`config.mk`:
```
export PLATFORM = sky130hd
export DESIGN_NAME = memory_map_to_e820_converter_core
export DESIGN_NICKNAME = d
export VERILOG_FILES = /design/src/sv/m2e_pkg.sv /design/src/sv/memory_map_to_e820_converter_core.sv /design/src/sv/m2e_regs.sv /design/src/sv/m2e_front.sv /design/src/sv/m2e_queue.sv /design/src/sv/m2e_back.sv
export SDC_FILE = /design/constraint.sdc
export NUM_CORES = 2
export LEC_CHECK = 0
export BUFFER_PORTS_ARGS = -buffer_cell sky130_fd_sc_hd__buf_2
export CAP_MARGIN = 5
export CELL_PAD_IN_SITES_DETAIL_PLACEMENT = 0
export CELL_PAD_IN_SITES_GLOBAL_PLACEMENT = 2
export CORE_MARGIN = 3
export CORE_UTILIZATION = 41
export DETAILED_ROUTE_END_ITERATION = 8
export PLACE_DENSITY_LB_ADDON = 0.1
export SYNTH_ARGS = -nofsm -noshare
export SYNTH_HDL_FRONTEND = slang
export SYNTH_SLANG_ARGS = --single-unit
```
`constraint.sdc`:
```
create_clock -name clk -period 12.54 [get_ports clk]
set_input_delay 1.881 -clock clk [delete_from_list [all_inputs] [get_ports clk]]
set_output_delay 1.881 -clock clk [all_outputs]
set_load 0.03 [all_outputs]
```
`src/sv/m2e_pkg.sv`:
```
// Shared types, constants and helper function of the memory map to E820 converter.
// No dependencies; every other file of the block imports this package.
package m2e_pkg;

  localparam int MAX_ENTRIES       = 32;
  localparam int SHIM_REGION_BYTES = 65536;
  localparam int QDEPTH            = 4;
  localparam int QPTR_W            = $clog2(QDEPTH);
  localparam int QCNT_W            = $clog2(QDEPTH + 1);
  localparam int SLOTS             = 3;

  localparam int BASE_W  = 52;
  localparam int LEN_W   = 53;
  localparam int PAGE_W  = 40;
  localparam int TYPE_W  = 32;
  localparam int TOTAL_W = 6;

  localparam logic [LEN_W-1:0] ONE_MEG = 53'h10_0000;

  localparam int REG_ADDR_W = 4;
  localparam logic [1:0] REG_LOW_TOP    = 2'd0;
  localparam logic [1:0] REG_DISK_BASE  = 2'd1;
  localparam logic [1:0] REG_DISK_SIZE  = 2'd2;
  localparam logic [1:0] REG_GUARD_BASE = 2'd3;

  localparam logic [20:0] LOW_TOP_RESET = 21'h0A_0000;
  localparam logic [20:0] SHIM_BYTES    = 21'(SHIM_REGION_BYTES);

  localparam logic [TYPE_W-1:0] FW_LOADER_CODE  = 32'd1;
  localparam logic [TYPE_W-1:0] FW_LOADER_DATA  = 32'd2;
  localparam logic [TYPE_W-1:0] FW_BS_CODE      = 32'd3;
  localparam logic [TYPE_W-1:0] FW_BS_DATA      = 32'd4;
  localparam logic [TYPE_W-1:0] FW_CONVENTIONAL = 32'd7;
  localparam logic [TYPE_W-1:0] FW_ACPI_RECLAIM = 32'd9;
  localparam logic [TYPE_W-1:0] FW_ACPI_NVS     = 32'd10;

  localparam logic [TOTAL_W-1:0] FIXED_ENTRIES = 6'd2;

  typedef enum logic [2:0] {
    KIND_USABLE       = 3'd1,
    KIND_RESERVED     = 3'd2,
    KIND_ACPI_RECLAIM = 3'd3,
    KIND_ACPI_NVS     = 3'd4
  } kind_t;

  typedef struct packed {
    logic [20:0] low_top;
    logic [31:0] disk_base;
    logic [32:0] disk_end;
    logic [19:0] guard_base;
    logic [20:0] guard_end;
  } cfg_t;

  typedef struct packed {
    logic [BASE_W-1:0]  base;
    logic [LEN_W-1:0]   length;
    kind_t              kind;
    logic               last;
    logic [TOTAL_W-1:0] total;
  } result_t;

  typedef struct packed {
    result_t [SLOTS-1:0] res;
    logic [1:0]          cnt;
  } bundle_t;

  typedef struct packed {
    logic [BASE_W-1:0] s;
    logic [LEN_W-1:0]  e;
    logic [LEN_W-1:0]  len;
    kind_t             t;
    logic              hit;
    logic              eom;
  } desc_t;

  function automatic kind_t kind_of(input logic [TYPE_W-1:0] fw_type);
    kind_t k;
    case (fw_type) inside
      FW_LOADER_CODE, FW_LOADER_DATA, FW_BS_CODE, FW_BS_DATA, FW_CONVENTIONAL:
        k = KIND_USABLE;
      FW_ACPI_RECLAIM: k = KIND_ACPI_RECLAIM;
      FW_ACPI_NVS:     k = KIND_ACPI_NVS;
      default:         k = KIND_RESERVED;
    endcase
    return k;
  endfunction

endpackage

```
`src/sv/memory_map_to_e820_converter_core.sv`:
```
// Top level of the firmware memory map to E820 table converter.
// Depends on m2e_pkg, m2e_regs, m2e_front, m2e_queue and m2e_back.
//
// Descriptors enter on the in_ channel, one request per descriptor, with the
// final descriptor of a map flagged by in_end_of_map. E820 entries leave on the
// out_ channel in table order; the final entry carries out_last_entry and the
// table size in out_entry_total. The first descriptor of a map also yields the
// two fixed low-memory entries, so one descriptor produces zero to three entries.
// The registers are read and written through the APB-style port and should only
// be written while no map is in flight.
// A descriptor is accepted every cycle as long as the entry queue has room. The
// first entry caused by a descriptor passes the classification register, the
// entry queue and the output register; the output side then delivers one entry
// per cycle while out_ready is high, taking a descriptor's entries in turn, and a
// four-deep queue of entry groups absorbs such bursts and receiver stalls; when it
// fills, in_ready drops until the receiver drains it. Reset clears the map state,
// empties the queue and returns the registers to their default values.
module memory_map_to_e820_converter_core import m2e_pkg::*; (
  input  logic                  clk,
  input  logic                  rst_n,
  input  logic                  in_valid,
  output logic                  in_ready,
  input  logic [BASE_W-1:0]     in_region_start,
  input  logic [PAGE_W-1:0]     in_page_count,
  input  logic [TYPE_W-1:0]     in_region_type,
  input  logic                  in_end_of_map,
  output logic                  out_valid,
  input  logic                  out_ready,
  output logic [BASE_W-1:0]     out_entry_base,
  output logic [LEN_W-1:0]      out_entry_length,
  output logic [2:0]            out_entry_kind,
  output logic                  out_last_entry,
  output logic [TOTAL_W-1:0]    out_entry_total,
  input  logic                  psel,
  input  logic                  penable,
  input  logic                  pwrite,
  input  logic [REG_ADDR_W-1:0] paddr,
  input  logic [31:0]           pwdata,
  output logic [31:0]           prdata,
  output logic                  pready
);

  cfg_t    cfg;
  logic    q_push, q_full, q_pop, q_empty;
  bundle_t q_wdata, q_head;
  result_t out_res;

  m2e_regs u_regs (
    .clk     (clk),
    .rst_n   (rst_n),
    .psel    (psel),
    .penable (penable),
    .pwrite  (pwrite),
    .paddr   (paddr),
    .pwdata  (pwdata),
    .prdata  (prdata),
    .pready  (pready),
    .cfg     (cfg)
  );

  m2e_front u_front (
    .clk             (clk),
    .rst_n           (rst_n),
    .in_valid        (in_valid),
    .in_ready        (in_ready),
    .in_region_start (in_region_start),
    .in_page_count   (in_page_count),
    .in_region_type  (in_region_type),
    .in_end_of_map   (in_end_of_map),
    .cfg             (cfg),
    .q_full          (q_full),
    .q_push          (q_push),
    .q_data          (q_wdata)
  );

  m2e_queue u_queue (
    .clk       (clk),
    .rst_n     (rst_n),
    .push      (q_push),
    .push_data (q_wdata),
    .full      (q_full),
    .pop       (q_pop),
    .empty     (q_empty),
    .head      (q_head)
  );

  m2e_back u_back (
    .clk       (clk),
    .rst_n     (rst_n),
    .q_empty   (q_empty),
    .q_head    (q_head),
    .q_pop     (q_pop),
    .out_valid (out_valid),
    .out_ready (out_ready),
    .out_res   (out_res)
  );

  assign out_entry_base   = out_res.base;
  assign out_entry_length = out_res.length;
  assign out_entry_kind   = out_res.kind;
  assign out_last_entry   = out_res.last;
  assign out_entry_total  = out_res.total;

endmodule

```
`src/sv/m2e_regs.sv`:
```
// Configuration register file of the converter with its APB-style access port.
// Depends on m2e_pkg for register indexes, reset values and the cfg_t bundle.
module m2e_regs import m2e_pkg::*; (
  input  logic                  clk,
  input  logic                  rst_n,
  input  logic                  psel,
  input  logic                  penable,
  input  logic                  pwrite,
  input  logic [REG_ADDR_W-1:0] paddr,
  input  logic [31:0]           pwdata,
  output logic [31:0]           prdata,
  output logic                  pready,
  output cfg_t                  cfg
);

  logic [20:0] low_top_r, low_top_nxt;
  logic [31:0] disk_base_r, disk_base_nxt;
  logic [30:0] disk_size_r, disk_size_nxt;
  logic [19:0] guard_base_r, guard_base_nxt;
  logic [32:0] disk_end_r, disk_end_nxt;
  logic [20:0] guard_end_r, guard_end_nxt;
  logic        wr;

  assign pready = 1'b1;
  assign wr     = psel && penable && pwrite && pready;

  always_comb begin
    low_top_nxt    = low_top_r;
    disk_base_nxt  = disk_base_r;
    disk_size_nxt  = disk_size_r;
    guard_base_nxt = guard_base_r;
    if (wr) begin
      case (paddr[3:2])
        REG_LOW_TOP:    low_top_nxt    = pwdata[20:0];
        REG_DISK_BASE:  disk_base_nxt  = pwdata;
        REG_DISK_SIZE:  disk_size_nxt  = pwdata[30:0];
        REG_GUARD_BASE: guard_base_nxt = pwdata[19:0];
        default: ;
      endcase
    end
    disk_end_nxt  = {1'b0, disk_base_nxt} + {2'b0, disk_size_nxt};
    guard_end_nxt = {1'b0, guard_base_nxt} + SHIM_BYTES;
  end

  always_ff @(posedge clk) begin
    if (!rst_n) begin
      low_top_r    <= LOW_TOP_RESET;
      disk_base_r  <= '0;
      disk_size_r  <= '0;
      guard_base_r <= '0;
      disk_end_r   <= '0;
      guard_end_r  <= SHIM_BYTES;
    end else begin
      low_top_r    <= low_top_nxt;
      disk_base_r  <= disk_base_nxt;
      disk_size_r  <= disk_size_nxt;
      guard_base_r <= guard_base_nxt;
      disk_end_r   <= disk_end_nxt;
      guard_end_r  <= guard_end_nxt;
    end
  end

  always_comb begin
    case (paddr[3:2])
      REG_LOW_TOP:    prdata = {11'b0, low_top_r};
      REG_DISK_BASE:  prdata = disk_base_r;
      REG_DISK_SIZE:  prdata = {1'b0, disk_size_r};
      REG_GUARD_BASE: prdata = {12'b0, guard_base_r};
      default:        prdata = '0;
    endcase
  end

  assign cfg.low_top    = low_top_r;
  assign cfg.disk_base  = disk_base_r;
  assign cfg.disk_end   = disk_end_r;
  assign cfg.guard_base = guard_base_r;
  assign cfg.guard_end  = guard_end_r;

endmodule

```
`src/sv/m2e_front.sv`:
```
// Front end: accepts descriptors, clips and classifies them, then merges them into
// the pending entry and packs the entries each request closes. Depends on m2e_pkg.
module m2e_front import m2e_pkg::*; (
  input  logic              clk,
  input  logic              rst_n,
  input  logic              in_valid,
  output logic              in_ready,
  input  logic [BASE_W-1:0] in_region_start,
  input  logic [PAGE_W-1:0] in_page_count,
  input  logic [TYPE_W-1:0] in_region_type,
  input  logic              in_end_of_map,
  input  cfg_t              cfg,
  input  logic              q_full,
  output logic              q_push,
  output bundle_t           q_data
);

  // Classification stage.
  logic              s1_valid_r, s1_valid_nxt;
  desc_t             s1_r, s1_nxt;
  logic              in_acc, s1_take;
  logic [BASE_W-1:0] pages_b;
  logic [LEN_W-1:0]  e_sum, e_m1;
  logic              is_low, disk_hit, guard_hit;

  assign s1_take  = s1_valid_r && !q_full;
  assign in_ready = !s1_valid_r || s1_take;
  assign in_acc   = in_valid && in_ready;

  always_comb begin
    pages_b  = {in_page_count, 12'b0};
    e_sum    = {1'b0, in_region_start} + {1'b0, pages_b};
    e_m1     = {1'b0, in_region_start} + {1'b0, pages_b} - ONE_MEG;
    is_low   = {1'b0, in_region_start} < ONE_MEG;
    s1_nxt.s   = is_low ? ONE_MEG[BASE_W-1:0] : in_region_start;
    s1_nxt.e   = e_sum;
    s1_nxt.len = is_low ? e_m1 : {1'b0, pages_b};
    s1_nxt.hit = e_sum > ONE_MEG;
    s1_nxt.eom = in_end_of_map;
    disk_hit = ({1'b0, s1_nxt.s} < {20'b0, cfg.disk_end}) && (e_sum > {21'b0, cfg.disk_base});
    guard_hit = ({1'b0, s1_nxt.s} < {32'b0, cfg.guard_end}) &&
                (e_sum > {33'b0, cfg.guard_base});
    s1_nxt.t = (disk_hit || guard_hit) ? KIND_RESERVED : kind_of(in_region_type);
  end

  always_comb begin
    s1_valid_nxt = s1_valid_r;
    if (in_acc) begin
      s1_valid_nxt = 1'b1;
    end else if (s1_take) begin
      s1_valid_nxt = 1'b0;
    end
  end

  always_ff @(posedge clk) begin
    if (!rst_n) begin
      s1_valid_r <= 1'b0;
    end else begin
      s1_valid_r <= s1_valid_nxt;
    end
  end

  always_ff @(posedge clk) begin
    if (in_acc) begin
      s1_r <= s1_nxt;
    end
  end

  // Merge stage.
  logic               started_r, started_nxt;
  logic [TOTAL_W-1:0] tc_r, tc_nxt;
  logic [BASE_W-1:0]  pb_r, pb_nxt;
  logic [LEN_W-1:0]   pl_r, pl_nxt;
  kind_t              pk_r, pk_nxt;
  logic [LEN_W-1:0]   pe_r, pe_nxt;
  kind_t              pt_r, pt_nxt;
  logic [20:0]        lt;
  logic [BASE_W-1:0]  eff_base;
  logic [LEN_W-1:0]   eff_len;
  kind_t              eff_kind;
  logic [TOTAL_W-1:0] eff_tc;
  logic               doit, merge, newent;
  result_t            fixed_res, pend_res, final_res;
  bundle_t            bundle;
  logic [1:0]         n;

  always_comb begin
    lt = (cfg.low_top > ONE_MEG[20:0]) ? ONE_MEG[20:0] : cfg.low_top;
    if (!started_r) begin
      eff_base = {31'b0, lt};
      eff_len  = ONE_MEG - {32'b0, lt};
      eff_kind = KIND_RESERVED;
      eff_tc   = FIXED_ENTRIES;
    end else begin
      eff_base = pb_r;
      eff_len  = pl_r;
      eff_kind = pk_r;
      eff_tc   = tc_r;
    end
    doit   = s1_r.hit && (eff_tc < TOTAL_W'(MAX_ENTRIES));
    merge  = doit && (eff_tc > FIXED_ENTRIES) && ({1'b0, s1_r.s} == pe_r) && (s1_r.t == pt_r);
    newent = doit && !merge;

    pb_nxt = newent ? s1_r.s : eff_base;
    pk_nxt = newent ? s1_r.t : eff_kind;
    tc_nxt = newent ? eff_tc + 1'b1 : eff_tc;
    if (merge) begin
      pl_nxt = eff_len + s1_r.len;
    end else if (newent) begin
      pl_nxt = s1_r.len;
    end else begin
      pl_nxt = eff_len;
    end
    pe_nxt = doit ? s1_r.e : pe_r;
    pt_nxt = doit ? s1_r.t : pt_r;
    started_nxt = !s1_r.eom;

    fixed_res = '{base: '0, length: {32'b0, lt}, kind: KIND_USABLE, last: 1'b0, total: '0};
    pend_res  = '{base: eff_base, length: eff_len, kind: eff_kind, last: 1'b0, total: '0};
    final_res = '{base: pb_nxt, length: pl_nxt, kind: pk_nxt, last: 1'b1, total: tc_nxt};

    bundle = '0;
    n      = 2'd0;
    if (!started_r) begin
      bundle.res[n] = fixed_res;
      n = n + 2'd1;
    end
    if (newent) begin
      bundle.res[n] = pend_res;
      n = n + 2'd1;
    end
    if (s1_r.eom) begin
      bundle.res[n] = final_res;
      n = n + 2'd1;
    end
    bundle.cnt = n;
  end

  assign q_push = s1_take && (bundle.cnt != 2'd0);
  assign q_data = bundle;

  always_ff @(posedge clk) begin
    if (!rst_n) begin
      started_r <= 1'b0;
      tc_r      <= '0;
    end else if (s1_take) begin
      started_r <= started_nxt;
      tc_r      <= s1_r.eom ? '0 : tc_nxt;
    end
  end

  always_ff @(posedge clk) begin
    if (s1_take) begin
      pb_r <= pb_nxt;
      pl_r <= pl_nxt;
      pk_r <= pk_nxt;
      pe_r <= pe_nxt;
      pt_r <= pt_nxt;
    end
  end

endmodule

```
`src/sv/m2e_queue.sv`:
```
// Short queue of packed entry groups between the front end and the output side.
// Depends on m2e_pkg for bundle_t and the queue depth.
module m2e_queue import m2e_pkg::*; (
  input  logic    clk,
  input  logic    rst_n,
  input  logic    push,
  input  bundle_t push_data,
  output logic    full,
  input  logic    pop,
  output logic    empty,
  output bundle_t head
);

  bundle_t           mem_r [QDEPTH];
  logic [QPTR_W-1:0] wr_ptr_r, wr_ptr_nxt;
  logic [QPTR_W-1:0] rd_ptr_r, rd_ptr_nxt;
  logic [QCNT_W-1:0] cnt_r, cnt_nxt;

  assign full  = cnt_r == QCNT_W'(QDEPTH);
  assign empty = cnt_r == '0;
  assign head  = mem_r[rd_ptr_r];

  always_comb begin
    wr_ptr_nxt = push ? wr_ptr_r + 1'b1 : wr_ptr_r;
    rd_ptr_nxt = pop ? rd_ptr_r + 1'b1 : rd_ptr_r;
    cnt_nxt    = cnt_r + QCNT_W'(push) - QCNT_W'(pop);
  end

  always_ff @(posedge clk) begin
    if (!rst_n) begin
      wr_ptr_r <= '0;
      rd_ptr_r <= '0;
      cnt_r    <= '0;
    end else begin
      wr_ptr_r <= wr_ptr_nxt;
      rd_ptr_r <= rd_ptr_nxt;
      cnt_r    <= cnt_nxt;
    end
  end

  always_ff @(posedge clk) begin
    if (push) begin
      mem_r[wr_ptr_r] <= push_data;
    end
  end

endmodule

```
`src/sv/m2e_back.sv`:
```
// Output side: unpacks queued entry groups into the output register, one entry per
// cycle unless out_ready stalls it. Depends on m2e_pkg for bundle_t and result_t.
module m2e_back import m2e_pkg::*; (
  input  logic    clk,
  input  logic    rst_n,
  input  logic    q_empty,
  input  bundle_t q_head,
  output logic    q_pop,
  output logic    out_valid,
  input  logic    out_ready,
  output result_t out_res
);

  logic       out_valid_r, out_valid_nxt;
  result_t    out_r;
  logic [1:0] idx_r, idx_nxt;
  logic       load, at_end;

  assign load   = !q_empty && (!out_valid_r || out_ready);
  assign at_end = idx_r == (q_head.cnt - 2'd1);
  assign q_pop  = load && at_end;

  always_comb begin
    idx_nxt = idx_r;
    if (load) begin
      idx_nxt = at_end ? 2'd0 : idx_r + 2'd1;
    end
    out_valid_nxt = out_valid_r;
    if (load) begin
      out_valid_nxt = 1'b1;
    end else if (out_ready) begin
      out_valid_nxt = 1'b0;
    end
  end

  always_ff @(posedge clk) begin
    if (!rst_n) begin
      out_valid_r <= 1'b0;
      idx_r       <= '0;
    end else begin
      out_valid_r <= out_valid_nxt;
      idx_r       <= idx_nxt;
    end
  end

  always_ff @(posedge clk) begin
    if (load) begin
      out_r <= q_head.res[idx_r];
    end
  end

  assign out_valid = out_valid_r;
  assign out_res   = out_r;

endmodule

```
==> summary.md <==
| Metric | Value |
|---|---|
| CTS Sinks | 1,992 |
| IO Pins | 318 |
| Worst setup startpoint | u_front.started_r |
| Starting Density | 41.30% |
| Final Max Slew Viols | 0 |
| Crit path buf inv count | 5 |
| Reg2reg end | u_queue.mem_r[3][86] |
| P_leak | 34.83 nW |
| Multi-input gate area | 29,260 um2 |
| H-Tree Depth | 4 |
| Async set-or-reset flop fraction in the synthesized netlist | 0% |
| Final wirelength | 266,900 um |
| Post-route DRC | 0 |
| Slew of the pin with the lowest slew margin | 1.253 ns |
| Register area share after synthesis | 64.76% |
| Pin count of the biggest net entering global routing | 128 |
| Post-Syn Area | 89,860 um2 |
| Crit Path Class | reg -> reg |
| GRT overflow | 0 |
| Worst-skew pair later-pin latency | 0.87 ns |
| Area grow syn2layout | 13.14% |
| Post_cts resized | 0 |
| Share of cells above drive strength 1 | 17.79% |
| Hold Crit Class | reg -> reg |
| Core area | 217,600 um2 |
| Data required time of the worst path | 13.01 ns |
| Status | complete, no violations |
| Critical Path End Type | flop |
| Register area | 58,210 um2 |
| Fill cells | 19,150 |
| Critical path's largest stage delay | 0.85 ns |
| Die area | 224,800 um2 |
| TritonCTS buffer count | 212 |
| Tmin final | 8.627 ns |
| Critical path data arrival time | 9.10 ns |
| Final hold violations | 0 |
| Synth Flop Type | edfxtp_1 |
| Post-Syn Nets | 6,747 |
| Vias in the first global route | 54,320 |
| WP depth | 17 |
| Unrepaired setup endpoints after global routing | false |
| VDD IR max | 154.9 uV |
| Pwr Density | 175.6 nW/um2 |
| Cells after Synth | 6,332 |
| Post-route ant nets | 0 |
| R2R depth | 17 |
| Yosys cell types | 97 |
| Global-route wire length before repair | 384,200 um |
| Hold_sp | u_front.s1_r[93] |
| Max-Cap Viols | 0 |
| All-Layer GR Usage | 23.55% |
| CP Max Fanout | 117 |
| Routability congestion estimate | 0.8503 |
| Die width | 474.2 um |
| Placement Rows | 171 |
| CP delay by family, top | simple AND/OR/NAND/NOR gates |
| R2r setup slk | 3.91 ns |
| Via count | 54,670 |
| Vias per cell | 5.673 |
| Root Buffer | clkbuf_16 |
| Setup repair bufs after CTS | 0 |
| Hold_buf cts | 0 |
| Setup TNS | 0 ns |
| CTS tree | done |
| Setup-failing EPs final | 0 |
| Slew margin rel. | 16.46% |
| Worst Skew | 0.06763 ns |
| Synth warn | 0 |
| Fmax | 115.9 MHz |
| DRT iter0 DRCs | 4,774 |
| CP max-delay cell | clkinv_2 |
| Post-DR wirelength/cell | 27.69 um |
| Clk slew on worst S/H paths | 0.07 ns |
| Initial antenna violation count | 50 |
| Overall Power | 17.85 mW |
| Port Buffers | 314 |
| # nets final | 7,002 |
| Startpoint type of the worst setup path | flop |
| Period utilisation layout | 68.80% |
| Syn_area_per_cell | 14.19 um2 |
| Post-synth EDFFs | 1,830 |
| Cells along the critical path | buf_4 > nand2b_1 > ha_1 > inv_1 > o2bb2ai_1 > nand4_1 > nor4_1 > nand2_2 > buf_4 > nand2_4 > clkinv_2 > ha_1 > xor2_1 > nor2_1 > nor2_1 > and2_4 > buf_12 |
| Die H | 474.2 um |
| CTS Buffer Depth | 3 |
| Seq cells post-synth | 1,992 |
| Setup crit end | u_queue.mem_r[3][86] |
| DRT Pass-1 Iters | 6 |
| Worst R2R Start | u_front.started_r |
| HPWL after DPL | 173,900 um |
[layer usage]
metal  global-route usage [%]  routed length (um)
met1                    34.64              122800
met2                    36.55              122100
met3                    3.853               15860
met4                    5.783                5947
met5                        0                 115
[cell families (layout without fill, tap and decap cells)]
family | Yosys count | in the layout | share of synthesized area (%)
flops | 1992 | 1992 | 64.76
buf+inv | 666 | 1101 | 2.840
other cells | 1 | 17 | 0.004173
simple gates | 1522 | 1522 | 7.881
compound gates | 1173 | 1173 | 7.999
fa+ha+maj | 247 | 247 | 3.472
mux | 540 | 540 | 11.18
xor+xnor | 191 | 191 | 1.862
[power by group]
| part | internal [mW] | leakage (nW) | total (mW) | switching [mW] |
|---|---|---|---|---|
| combinational | 1.12 | 13.5 | 3.35 | 2.23 |
| sequential | 8.01 | 18.0 | 8.25 | 0.232 |
| clock | 3.57 | 3.38 | 6.26 | 2.69 |
[through the flow]
step / hold WS, ns / instances / util (%) / setup slack, ns / area (um2)
after floorplan: 0.4003 / 6332 / - / 0.4570 / 89860
after global placement: 0.4003 / 9227 / 43.50 / 3.993 / 94660
after detailed placement: 0.4045 / 9227 / 43.50 / 3.942 / 94660
after CTS: 0.4068 / 9621 / 46.71 / 3.889 / 101600
after global routing: 0.4150 / 9626 / 46.71 / 3.493 / 101600
final: 0.4046 / 9637 / 46.73 / 3.913 / 101700
[worst min-delay path by stage]
| stage | to | slack, ns | cells after the start |
|---|---|---|---|
| global route | u_front.pe_r[8] | 0.42 | 0 |
| global placement | u_front.pe_r[4] | 0.40 | 0 |
| finish | u_front.pe_r[35] | 0.40 | 0 |
| detailed placement | u_front.pe_r[17] | 0.40 | 0 |
| CTS | u_front.pe_r[35] | 0.41 | 0 |
| floorplan | u_front.pe_r[0] | 0.40 | 0 |
[cells in the final DEF (no fill, tap or decap), types with 16 or more instances in the layout]
cell,synthesis,layout
inv_1,291,287
o31ai_1,17,17
diode_2,0,16
buf_2,2,314
a31oi_1,20,19
buf_4,2,86
ha_1,243,243
o22ai_1,24,24
edfxtp_1,1830,1830
a21o_1,98,98
a22o_1,18,18
a21oi_1,288,287
mux2i_1,131,131
o211ai_1,41,41
a221oi_1,20,20
clkinv_1,0,56
nor2b_1,25,22
and3_1,58,58
clkbuf_16,0,214
xor2_1,90,90
clkbuf_1,293,33
nor3_1,61,60
nand2_1,520,515
nand3_1,149,149
nand4_1,51,51
and2_1,135,131
nand2b_1,21,20
nor4_1,36,36
o21ai_0,433,432
nor2_1,399,396
bufinv_16,0,20
clkinv_2,0,36
a22oi_1,18,18
dfxtp_1,162,157
a211oi_1,36,36
o21a_1,23,23
xnor2_1,101,101
mux4_2,367,367
mux2_2,42,42
[sequential cells by signal, summed over array words and instances (netlist names), named ones only]
signal,count
u_queue.mem_r,1388
u_front.s1_r,163
u_back.out_res,115
u_front.pe_r,53
u_front.pl_r,53
u_front.pb_r,52
u_regs.disk_end_r,33
u_regs.disk_base_r,32
u_regs.disk_size_r,31
u_regs.guard_end_r,21
u_regs.low_top_r,21
u_front.tc_r,6
u_regs.guard_base_r,4
u_front.pk_r,3
u_front.pt_r,3
u_queue.cnt_r,3
u_back.idx_r,2
u_queue.rd_ptr_r,2
u_queue.wr_ptr_r,2
u_back.out_valid,1
u_front.s1_valid_r,1
u_front.started_r,1
[synth_stat cells, types with 21 or more instances]
cell	number	area (um2)
o21ai_0	433	2167
nand4_1	51	319.1
ha_1	243	3040
a21oi_1	288	1441
mux2i_1	131	1311
xor2_1	90	788.3
xnor2_1	101	884.6
o21a_1	23	172.7
nand3_1	149	745.7
edfxtp_1	1830	54950
nand2_1	520	1952
mux2_2	42	473.0
and3_1	58	362.9
nor2b_1	25	156.4
nand2b_1	21	131.4
nor3_1	61	305.3
inv_1	291	1092
nor4_1	36	225.2
mux4_2	367	8265
o211ai_1	41	307.8
dfxtp_1	162	3243
a211oi_1	36	270.3
clkbuf_1	293	1100
nor2_1	399	1498
buf_1	71	266.5
and2_1	135	844.6
o22ai_1	24	150.1
a21o_1	98	735.7
[layout make-up]
type,instances,area share (%)
diodes,16,0.03938
clock buffers,251,5.443
clock inverters,143,1.419
inverters,292,1.082
multi-input cells,3674,28.77
flip-flops and latches,1992,57.26
well taps,2854,3.512
repair buffers,415,2.476
(Power assumes the default switching activity.)
